`src/design/irdma_pkg.sv`:
```
// Package for the IR distance moving average block.
// Shared types and fixed conversion constants; no dependencies.
`default_nettype none

package irdma_pkg;

  typedef logic [9:0] sample_t;
  typedef logic [8:0] refcv_t;
  typedef logic [9:0] dist_t;

  localparam int unsigned QUEUE_DEPTH = 4;
  localparam int unsigned QPTR_W      = $clog2(QUEUE_DEPTH);

  // centivolt conversion: divide by 1023 via reciprocal 2^20/1023
  localparam logic [9:0]  ADC_FULL   = 10'd1023;
  // piecewise map
  localparam logic [9:0]  V_LOW      = 10'd50;
  localparam logic [9:0]  V_HIGH     = 10'd220;
  localparam logic [9:0]  V_KNEE     = 10'd55;
  localparam logic [9:0]  DIST_FAR   = 10'd500;
  localparam logic [16:0] DIST_SPAN  = 17'd460;
  localparam logic [16:0] V_SPAN     = 17'd165;
  localparam logic [26:0] V_SPAN_RCP = 27'd794;  // floor(2^17 / 165)

endpackage

`default_nettype wire

```
`src/design/irdma_front.sv`:
```
// Front end: accepts samples and converts each to a distance in a stall-able pipeline.
// Depends on irdma_pkg.
`default_nettype none

module irdma_front (
  input  wire                 clk_i,
  input  wire                 rst_ni,
  input  wire                 push,
  output logic                full,
  input  wire irdma_pkg::sample_t adc_sample_i,
  input  wire irdma_pkg::refcv_t  ref_i,
  output logic                q_push_o,
  output irdma_pkg::dist_t    q_data_o,
  input  wire                 q_full_i
);

  logic        adv;
  logic [4:0]  vld_q, vld_d;

  logic [18:0] x1_q;
  logic [18:0] x2_q;
  logic [9:0]  q2_q;
  logic [7:0]  d3_q;
  logic        far3_q, blw3_q;
  logic [16:0] p4_q;
  logic        far4_q, blw4_q;
  logic [16:0] p5_q;
  logic [9:0]  q5_q;
  logic        far5_q, blw5_q;

  logic [29:0] prod2;
  logic [19:0] q0m3, rem3;
  logic [9:0]  v3;
  logic [26:0] prod5;
  logic [16:0] qm6, rem6;
  logic [9:0]  step6;

  assign adv  = !(vld_q[4] && q_full_i);
  assign full = !adv;

  assign vld_d = {vld_q[3:0], push};

  always_ff @(posedge clk_i or negedge rst_ni) begin
    if (!rst_ni) begin
      vld_q <= '0;
    end else if (adv) begin
      vld_q <= vld_d;
    end
  end

  assign prod2 = {1'b0, x1_q, 10'd0} + {11'd0, x1_q};

  assign q0m3 = {q2_q, 10'd0} - {10'd0, q2_q};
  assign rem3 = {1'b0, x2_q} - q0m3;
  assign v3   = q2_q + {9'd0, (rem3 >= {10'd0, irdma_pkg::ADC_FULL})};

  assign prod5 = {10'd0, p4_q} * irdma_pkg::V_SPAN_RCP;

  always_ff @(posedge clk_i) begin
    if (adv) begin
      x1_q   <= {9'd0, adc_sample_i} * {10'd0, ref_i};
      x2_q   <= x1_q;
      q2_q   <= prod2[29:20];
      far3_q <= (v3 < irdma_pkg::V_LOW) || (v3 > irdma_pkg::V_HIGH);
      blw3_q <= v3 < irdma_pkg::V_KNEE;
      d3_q   <= (v3 < irdma_pkg::V_KNEE) ? 8'(irdma_pkg::V_KNEE - v3)
                                         : 8'(v3 - irdma_pkg::V_KNEE);
      p4_q   <= {9'd0, d3_q} * irdma_pkg::DIST_SPAN;
      far4_q <= far3_q;
      blw4_q <= blw3_q;
      p5_q   <= p4_q;
      q5_q   <= prod5[26:17];
      far5_q <= far4_q;
      blw5_q <= blw4_q;
    end
  end

  assign qm6   = {7'd0, q5_q} * irdma_pkg::V_SPAN;
  assign rem6  = p5_q - qm6;
  assign step6 = q5_q + {9'd0, (rem6 >= irdma_pkg::V_SPAN)};

  assign q_push_o = vld_q[4];
  assign q_data_o = far5_q ? irdma_pkg::DIST_FAR
                  : blw5_q ? irdma_pkg::DIST_FAR + step6
                           : irdma_pkg::DIST_FAR - step6;

endmodule

`default_nettype wire

```
`src/design/irdma_fifo.sv`:
```
// Short word queue between the front end and the averaging back end.
// Depends on irdma_pkg.
`default_nettype none

module irdma_fifo (
  input  wire                 clk_i,
  input  wire                 rst_ni,
  input  wire                 push_i,
  input  wire irdma_pkg::dist_t data_i,
  output logic                full_o,
  input  wire                 pop_i,
  output irdma_pkg::dist_t    data_o,
  output logic                empty_o
);

  localparam int unsigned PW = irdma_pkg::QPTR_W;

  irdma_pkg::dist_t mem_q [irdma_pkg::QUEUE_DEPTH];
  logic [PW-1:0]    wp_q, rp_q;
  logic [PW:0]      cnt_q;
  logic             do_push, do_pop;

  assign full_o  = cnt_q == (PW+1)'(irdma_pkg::QUEUE_DEPTH);
  assign empty_o = cnt_q == '0;
  assign do_push = push_i && !full_o;
  assign do_pop  = pop_i && !empty_o;
  assign data_o  = mem_q[rp_q];

  always_ff @(posedge clk_i or negedge rst_ni) begin
    if (!rst_ni) begin
      wp_q  <= '0;
      rp_q  <= '0;
      cnt_q <= '0;
    end else begin
      if (do_push) wp_q <= wp_q + 1'b1;
      if (do_pop)  rp_q <= rp_q + 1'b1;
      if (do_push && !do_pop) cnt_q <= cnt_q + 1'b1;
      else if (do_pop && !do_push) cnt_q <= cnt_q - 1'b1;
    end
  end

  always_ff @(posedge clk_i) begin
    if (do_push) mem_q[wp_q] <= data_i;
  end

endmodule

`default_nettype wire

```
`src/design/irdma_back.sv`:
```
// Back end: window ring, running sum, priming and mean by reciprocal multiply.
// Depends on irdma_pkg.
`default_nettype none

module irdma_back #(
  parameter int unsigned WINDOW_DEPTH = 10
) (
  input  wire                 clk_i,
  input  wire                 rst_ni,
  input  wire                 q_empty_i,
  input  wire irdma_pkg::dist_t q_data_i,
  output logic                q_pop_o,
  input  wire                 pop,
  output logic                empty,
  output irdma_pkg::dist_t    average_distance_o,
  output irdma_pkg::dist_t    sample_distance_o
);

  localparam int unsigned SLOT_W = $clog2(WINDOW_DEPTH);
  localparam int unsigned CNT_W  = $clog2(WINDOW_DEPTH + 1);
  localparam int unsigned SUM_W  = 10 + $clog2(WINDOW_DEPTH);
  localparam int unsigned RECIP  = (1 << SUM_W) / WINDOW_DEPTH;

  localparam logic [1:0] ST_IDLE = 2'd0;
  localparam logic [1:0] ST_DIV  = 2'd1;
  localparam logic [1:0] ST_FIX  = 2'd2;

  logic [1:0]        state_q, state_d;
  irdma_pkg::dist_t  win_q [WINDOW_DEPTH];
  logic [SUM_W-1:0]  sum_q;
  logic [SLOT_W-1:0] slot_q;
  logic [CNT_W-1:0]  cnt_q;
  irdma_pkg::dist_t  dist_q;
  logic [9:0]        q0_q;
  logic              ovld_q;
  irdma_pkg::dist_t  avg_q, sdist_q;

  logic              primed, take, wr_out;
  logic [SUM_W-1:0]  old_d, sum_d;
  logic [2*SUM_W-1:0] prod;
  logic [SUM_W-1:0]  qm, rem;

  assign primed = cnt_q == CNT_W'(WINDOW_DEPTH);
  assign take   = (state_q == ST_IDLE) && !q_empty_i;
  assign wr_out = (state_q == ST_FIX) && (!ovld_q || pop);
  assign q_pop_o = take;

  assign old_d = primed ? SUM_W'(win_q[slot_q]) : '0;
  assign sum_d = sum_q - old_d + SUM_W'(q_data_i);

  assign prod = (2*SUM_W)'(sum_q) * (2*SUM_W)'(RECIP);
  assign qm   = SUM_W'(q0_q) * SUM_W'(WINDOW_DEPTH);
  assign rem  = sum_q - qm;

  always_comb begin
    state_d = state_q;
    unique case (state_q)
      ST_IDLE: if (take && primed) state_d = ST_DIV;
      ST_DIV:  state_d = ST_FIX;
      ST_FIX:  if (wr_out) state_d = ST_IDLE;
      default: state_d = ST_IDLE;
    endcase
  end

  always_ff @(posedge clk_i or negedge rst_ni) begin
    if (!rst_ni) begin
      state_q <= ST_IDLE;
      sum_q   <= '0;
      slot_q  <= '0;
      cnt_q   <= '0;
      ovld_q  <= 1'b0;
    end else begin
      state_q <= state_d;
      if (take) begin
        sum_q  <= sum_d;
        slot_q <= (slot_q == SLOT_W'(WINDOW_DEPTH - 1)) ? '0 : slot_q + 1'b1;
        if (!primed) cnt_q <= cnt_q + 1'b1;
      end
      if (wr_out) ovld_q <= 1'b1;
      else if (pop) ovld_q <= 1'b0;
    end
  end

  always_ff @(posedge clk_i) begin
    if (take) begin
      win_q[slot_q] <= q_data_i;
      dist_q        <= q_data_i;
    end
    if (state_q == ST_DIV) q0_q <= prod[SUM_W +: 10];
    if (wr_out) begin
      avg_q   <= q0_q + {9'd0, (rem >= SUM_W'(WINDOW_DEPTH))};
      sdist_q <= dist_q;
    end
  end

  assign empty              = !ovld_q;
  assign average_distance_o = avg_q;
  assign sample_distance_o  = sdist_q;

  a_slot_range: assert property (@(posedge clk_i) disable iff (!rst_ni)
    slot_q <= SLOT_W'(WINDOW_DEPTH - 1))
    else $error("ring slot out of range");

  a_div_primed: assert property (@(posedge clk_i) disable iff (!rst_ni)
    state_q == ST_DIV |-> primed)
    else $error("mean computed before window primed");

  a_sum_bound: assert property (@(posedge clk_i) disable iff (!rst_ni)
    sum_q <= SUM_W'(513 * WINDOW_DEPTH))
    else $error("window sum exceeds bound");

  a_no_take_busy: assert property (@(posedge clk_i) disable iff (!rst_ni)
    (state_q == ST_DIV || state_q == ST_FIX) |-> !q_pop_o)
    else $error("queue popped while back end busy");

endmodule

`default_nettype wire

```
`src/design/ir_distance_moving_average_core.sv`:
```
// Top level of the IR distance moving average block.
// Depends on irdma_pkg, irdma_front, irdma_fifo, irdma_back.
//
// Usage:
//   Input: drive adc_sample_i and raise push; the word is taken at a clock
//   edge with push high and full low. Results: while empty is low,
//   average_distance_o and sample_distance_o hold the oldest result; pop
//   with empty low takes it.
//   Config: reference_centivolts_i is written when cfg_valid_i is high
//   (cfg_ready_o is always high); reset value 330. Write only when idle.
//   Path: from accepted sample to result, 4 convert stages after the input
//   register, queue write, 3 back-end steps. The front pipeline takes one
//   word per cycle while full is low; the back end takes a new word only
//   when idle, after its window update / reciprocal multiply / correction
//   sequence for the last word is done.
//   The first WINDOW_DEPTH samples after reset only fill the window.
//   Reset clears the sum, ring pointer, priming count and all queues.
//   If pop stays low, the result register holds, the back end stops, the
//   4-word queue fills and then full rises.
`default_nettype none

module ir_distance_moving_average_core #(
  parameter int unsigned WINDOW_DEPTH = 10
) (
  input  wire                   clk_i,
  input  wire                   rst_ni,
  input  wire                   push,
  output logic                  full,
  input  wire irdma_pkg::sample_t adc_sample_i,
  input  wire                   cfg_valid_i,
  output logic                  cfg_ready_o,
  input  wire irdma_pkg::refcv_t  reference_centivolts_i,
  output logic                  empty,
  input  wire                   pop,
  output irdma_pkg::dist_t      average_distance_o,
  output irdma_pkg::dist_t      sample_distance_o
);

  irdma_pkg::refcv_t ref_q;
  logic              q_push, q_full, q_pop, q_empty;
  irdma_pkg::dist_t  q_wdata, q_rdata;

  assign cfg_ready_o = 1'b1;

  always_ff @(posedge clk_i or negedge rst_ni) begin
    if (!rst_ni) begin
      ref_q <= 9'd330;
    end else if (cfg_valid_i) begin
      ref_q <= reference_centivolts_i;
    end
  end

  irdma_front u_front (
    .clk_i       (clk_i),
    .rst_ni      (rst_ni),
    .push        (push),
    .full        (full),
    .adc_sample_i(adc_sample_i),
    .ref_i       (ref_q),
    .q_push_o    (q_push),
    .q_data_o    (q_wdata),
    .q_full_i    (q_full)
  );

  irdma_fifo u_fifo (
    .clk_i  (clk_i),
    .rst_ni (rst_ni),
    .push_i (q_push),
    .data_i (q_wdata),
    .full_o (q_full),
    .pop_i  (q_pop),
    .data_o (q_rdata),
    .empty_o(q_empty)
  );

  irdma_back #(
    .WINDOW_DEPTH(WINDOW_DEPTH)
  ) u_back (
    .clk_i             (clk_i),
    .rst_ni            (rst_ni),
    .q_empty_i         (q_empty),
    .q_data_i          (q_rdata),
    .q_pop_o           (q_pop),
    .pop               (pop),
    .empty             (empty),
    .average_distance_o(average_distance_o),
    .sample_distance_o (sample_distance_o)
  );

endmodule

`default_nettype wire
```
`config.mk`:
```
export PLATFORM = sky130hd
export DESIGN_NAME = ir_distance_moving_average_core
export DESIGN_NICKNAME = d
export VERILOG_FILES = /design/src/design/irdma_pkg.sv /design/src/design/irdma_front.sv /design/src/design/irdma_fifo.sv /design/src/design/irdma_back.sv /design/src/design/ir_distance_moving_average_core.sv
export SDC_FILE = /design/constraint.sdc
export NUM_CORES = 1
export LEC_CHECK = 0
export ABC_AREA = 1
export CORE_ASPECT_RATIO = 1.4
export CORE_MARGIN = 2
export CORE_UTILIZATION = 60
export DETAILED_ROUTE_END_ITERATION = 6
export DONT_BUFFER_PORTS = 1
export GPL_TIMING_DRIVEN = 0
export HOLD_SLACK_MARGIN = 0.12
export PLACE_DENSITY = 0.76
export SLEW_MARGIN = 20
export SYNTH_ARGS = -nofsm -noshare
export SYNTH_HDL_FRONTEND = slang
export SYNTH_HIERARCHICAL = 1
export SYNTH_SLANG_ARGS = --single-unit
```
`constraint.sdc`:
```
create_clock -name clk_i -period 6.6 [get_ports clk_i]
set_clock_uncertainty 0.1 [all_clocks]
set_input_delay 0.33 -clock clk_i [delete_from_list [all_inputs] [get_ports clk_i]]
set_output_delay 0.33 -clock clk_i [all_outputs]
set_load 0.01 [all_outputs]
```
==> run_results.csv <==
group,metric,value,unit
worst_setup_path,cp.required,6.76,ns
synthesis,synth_most_common_cell,"nand2_1",
finish,multi_input_area,16300,um2
global_route,grt_use_total,26.1,%
worst_setup_path,start_kind,"flip-flop",
synthesis,ys_ff_latch,328,
clock_tree,clk_latency,0.55,ns
synthesis,syn_area,28600,um2
place,place_inst,3830,
clock_tree,cts-root-buf,"clkbuf_16",
clock_tree,path_clk_slew,0.06,ns
place,gp_congestion,0.919,
worst_setup_path,r2r_start,"u_front/q5_q[1]",
finish,fillCellCount,3772,
hold_path,hp-start,"adc_sample_i[0]",
worst_setup_path,r2r_cells,30,
finish,fin_nets,3877,
sta,max_slew_margin,27.0,%
routing,finalWirelength,62900,um
finish,final_cell_area,31000,um2
die,die-area,49500,um2
routing,routed_via_density,5.50,
clock_tree,cts_tree,"built",
routing,drtIter0Drc,1259,
synthesis,synth_cells,3203,
synthesis,synth.area.top_cells,"edfxtp_1, ha_1, fa_1, nand2_1, inv_1",
die,core.rowCount,94,
synthesis,synth_edf_count,282,
finish,layoutNonFillerInstCount,3931,
worst_setup_path,end_kind,"flip-flop",
hold_path,min_to,"u_front/x1_q[0]",
worst_setup_path,cpMostUsedCell,"nand2_1",
routing,drtAntennaViolNets,0,
synthesis,syn_area_per_cell,8.94,um2
place,placed_area,29500,um2
die,io_pins,47,
global_route,grt_overflow_total,0,
global_route,grt_max_degree,63,
finish,final_layout_size_suffix_gt1_share,4.60,%
global_route,grt_pass1_wl,105000,um
synthesis,ys.warnings.count,6,
routing,remaining_drc_errors,0,
synthesis,yosysSeqAreaShare,33.6,%
synthesis,ys.flop_type,"edfxtp_1",
clock_tree,cts_buffers,34,
finish,diodes,0,
sta,hold_violations,0,
routing,vias,21600,
hold_path,hp-class,"input pin to flip-flop",
die,dieWidth,189,um
sta,worst_slew_pin_slew,1.09,ns
sta,setup_viol,0,
synthesis,yosys.area.top_type,"edfxtp_1",
synthesis,synthArstFlopShare,14.0,%
worst_setup_path,slowest_delay,0.53,ns
finish,area_growth,8.32,%
routing,firstDrtPassIters,6,
synthesis,synth_top_area_share,29.6,%
routing,post_drt_wl_per_cell,16.0,um
worst_setup_path,critical_path_class,"flip-flop to flip-flop",
sta,maxClockFrequency,162,MHz
status,status,"complete, no violations",
synthesis,synth_common_cells,"nand2_1, inv_1, ha_1",
sta,finalMaxSlewViolations,0,
synthesis,synth_cell_types,61,
die,die_h,262,um
global_route,grt_pass1_vias,22500,
clock_tree,cts_buffer_depth,3,
worst_setup_path,critPathArrivalTime,6.35,ns
place,portBuffers,0,
synthesis,syn_nets,3799,
hold_path,hold_depth,3,
sta,layout_min_cycle_time,6.18,ns
finish,utilization,65.9,%
place,dpl.hpwl,48500,um
finish,seqCellArea,9620,um2
worst_setup_path,crit_path_top_delay_cell,"fa_1",
clock_tree,h-tree-depth,2,
worst_setup_path,crit_path_max_fanout,5,
worst_setup_path,reg2reg_to,"u_fifo/mem_q[0][7]",
flow_run,cap_violations,0,
die,core,47000,um2
global_route,antenna_found_initial,0,
die,start_util,60.9,%
worst_setup_path,r2r_slack,0.42,ns
sta,min_period_over_period,93.7,%
clock_tree,cts_sinks,328,
through the flow:
step	hold slack (ns)	setup TNS, ns	setup slack, ns
finish	0.213	0	0.417
global route	0.232	-0.00123	-0.00123
CTS	0.190	0	0.118
detailed placement	-0.0631	0	0.235
global placement	-0.0627	0	0.316
floorplan	-0.0656	0	1.07
cell type report:
cell class	count	area share, %
multi-input cells	2163	52.6
flip-flops and latches	328	31.0
inverters	664	8.05
clock buffers	47	2.93
well taps	624	2.52
repair buffers	42	1.40
plain buffers	48	0.819
clock inverters	15	0.657
worst max-delay path by stage:
stage / start / endpoint / slack [ns]
floorplan: u_front/q5_q[3] / u_fifo/mem_q[0][8] / 1.07
CTS: u_front/q5_q[1] / u_fifo/mem_q[1][8] / 0.12
finish: u_front/q5_q[1] / u_fifo/mem_q[0][7] / 0.42
global placement: u_front/q5_q[3] / u_fifo/mem_q[3][8] / 0.32
global route: u_front/q5_q[1] / u_fifo/mem_q[1][4] / -0.001
detailed placement: u_front/q5_q[1] / u_fifo/mem_q[3][8] / 0.23
layout by cell type (no fill, tap or decap), types with 32 or more instances in the layout:
master	synthesis	routed
nand2_1	681	680
inv_1	648	648
ha_1	401	401
edfxtp_1	282	282
nor2_1	177	172
fa_1	171	171
nand3_1	165	165
a21oi_1	126	125
o21ai_0	78	77
xor2_1	69	69
dfrtp_1	42	42
clkbuf_1	30	41
nand4_1	36	36
clkbuf_16	0	34
o21ai_1	31	32
xnor2_1	32	32
critical path, delay by kind of cell (launching register included):
kind / cells / cell delay (ns)
compound gates: 3 / 0.44
xor+xnor: 1 / 0.19
fa+ha+maj: 7 / 2.80
buf+inv: 5 / 0.33
flops: 1 / 0.48
simple gates: 14 / 1.55
metal layers:
| layer | up-vias | GRT usage [%] | share of wire [%] |
|---|---|---|---|
| met5 | - | 0 | 0 |
| met4 | 0 | 11.5 | 4.5 |
| met3 | 189 | 2.60 | 3.5 |
| met2 | 563 | 50.6 | 55 |
| met1 | 10300 | 28.2 | 37 |
| li1 | 10600 | - | - |
cell families (layout without fill, tap and decap cells):
group           after synthesis  after routing  synth area share, %
simple gates               1141           1141                 17.0
fa+ha+maj                   572            572                 29.5
xor+xnor                    102            102                 3.15
compound gates              347            347                 7.17
other cells                   1              1               0.0131
flops                       328            328                 33.6
buf+inv                     712            816                 9.60
state kept, by name (all words and copies together) (netlist names), 2 cells and up:
register,cells
u_fifo/wp_q,2
u_fifo/rp_q,2
ref_q,9
u_front/q2_q,10
u_back/state_q,2
u_front/p4_q,15
u_back/sample_distance_o,10
u_back/slot_q,4
u_front/vld_q,5
u_back/average_distance_o,10
u_back/dist_q,10
u_fifo/cnt_q,3
u_back/q0_q,10
u_front/x1_q,19
u_back/cnt_q,4
u_front/x2_q,19
u_fifo/mem_q,40
u_front/q5_q,10
u_front/p5_q,15
u_back/win_q,100
u_back/sum_q,14
u_front/d3_q,8
timing repair:
item	4_1_cts	5_1_grt
gates resized for setup	0	7
endpoints found under the setup margin	0	28
hold buffers	31	0
endpoints found under the hold margin	58	0
buffers inserted	0	8
Power is not shown: default switching activity piles up to over one toggle a cycle in this logic, so the estimate is an artifact.
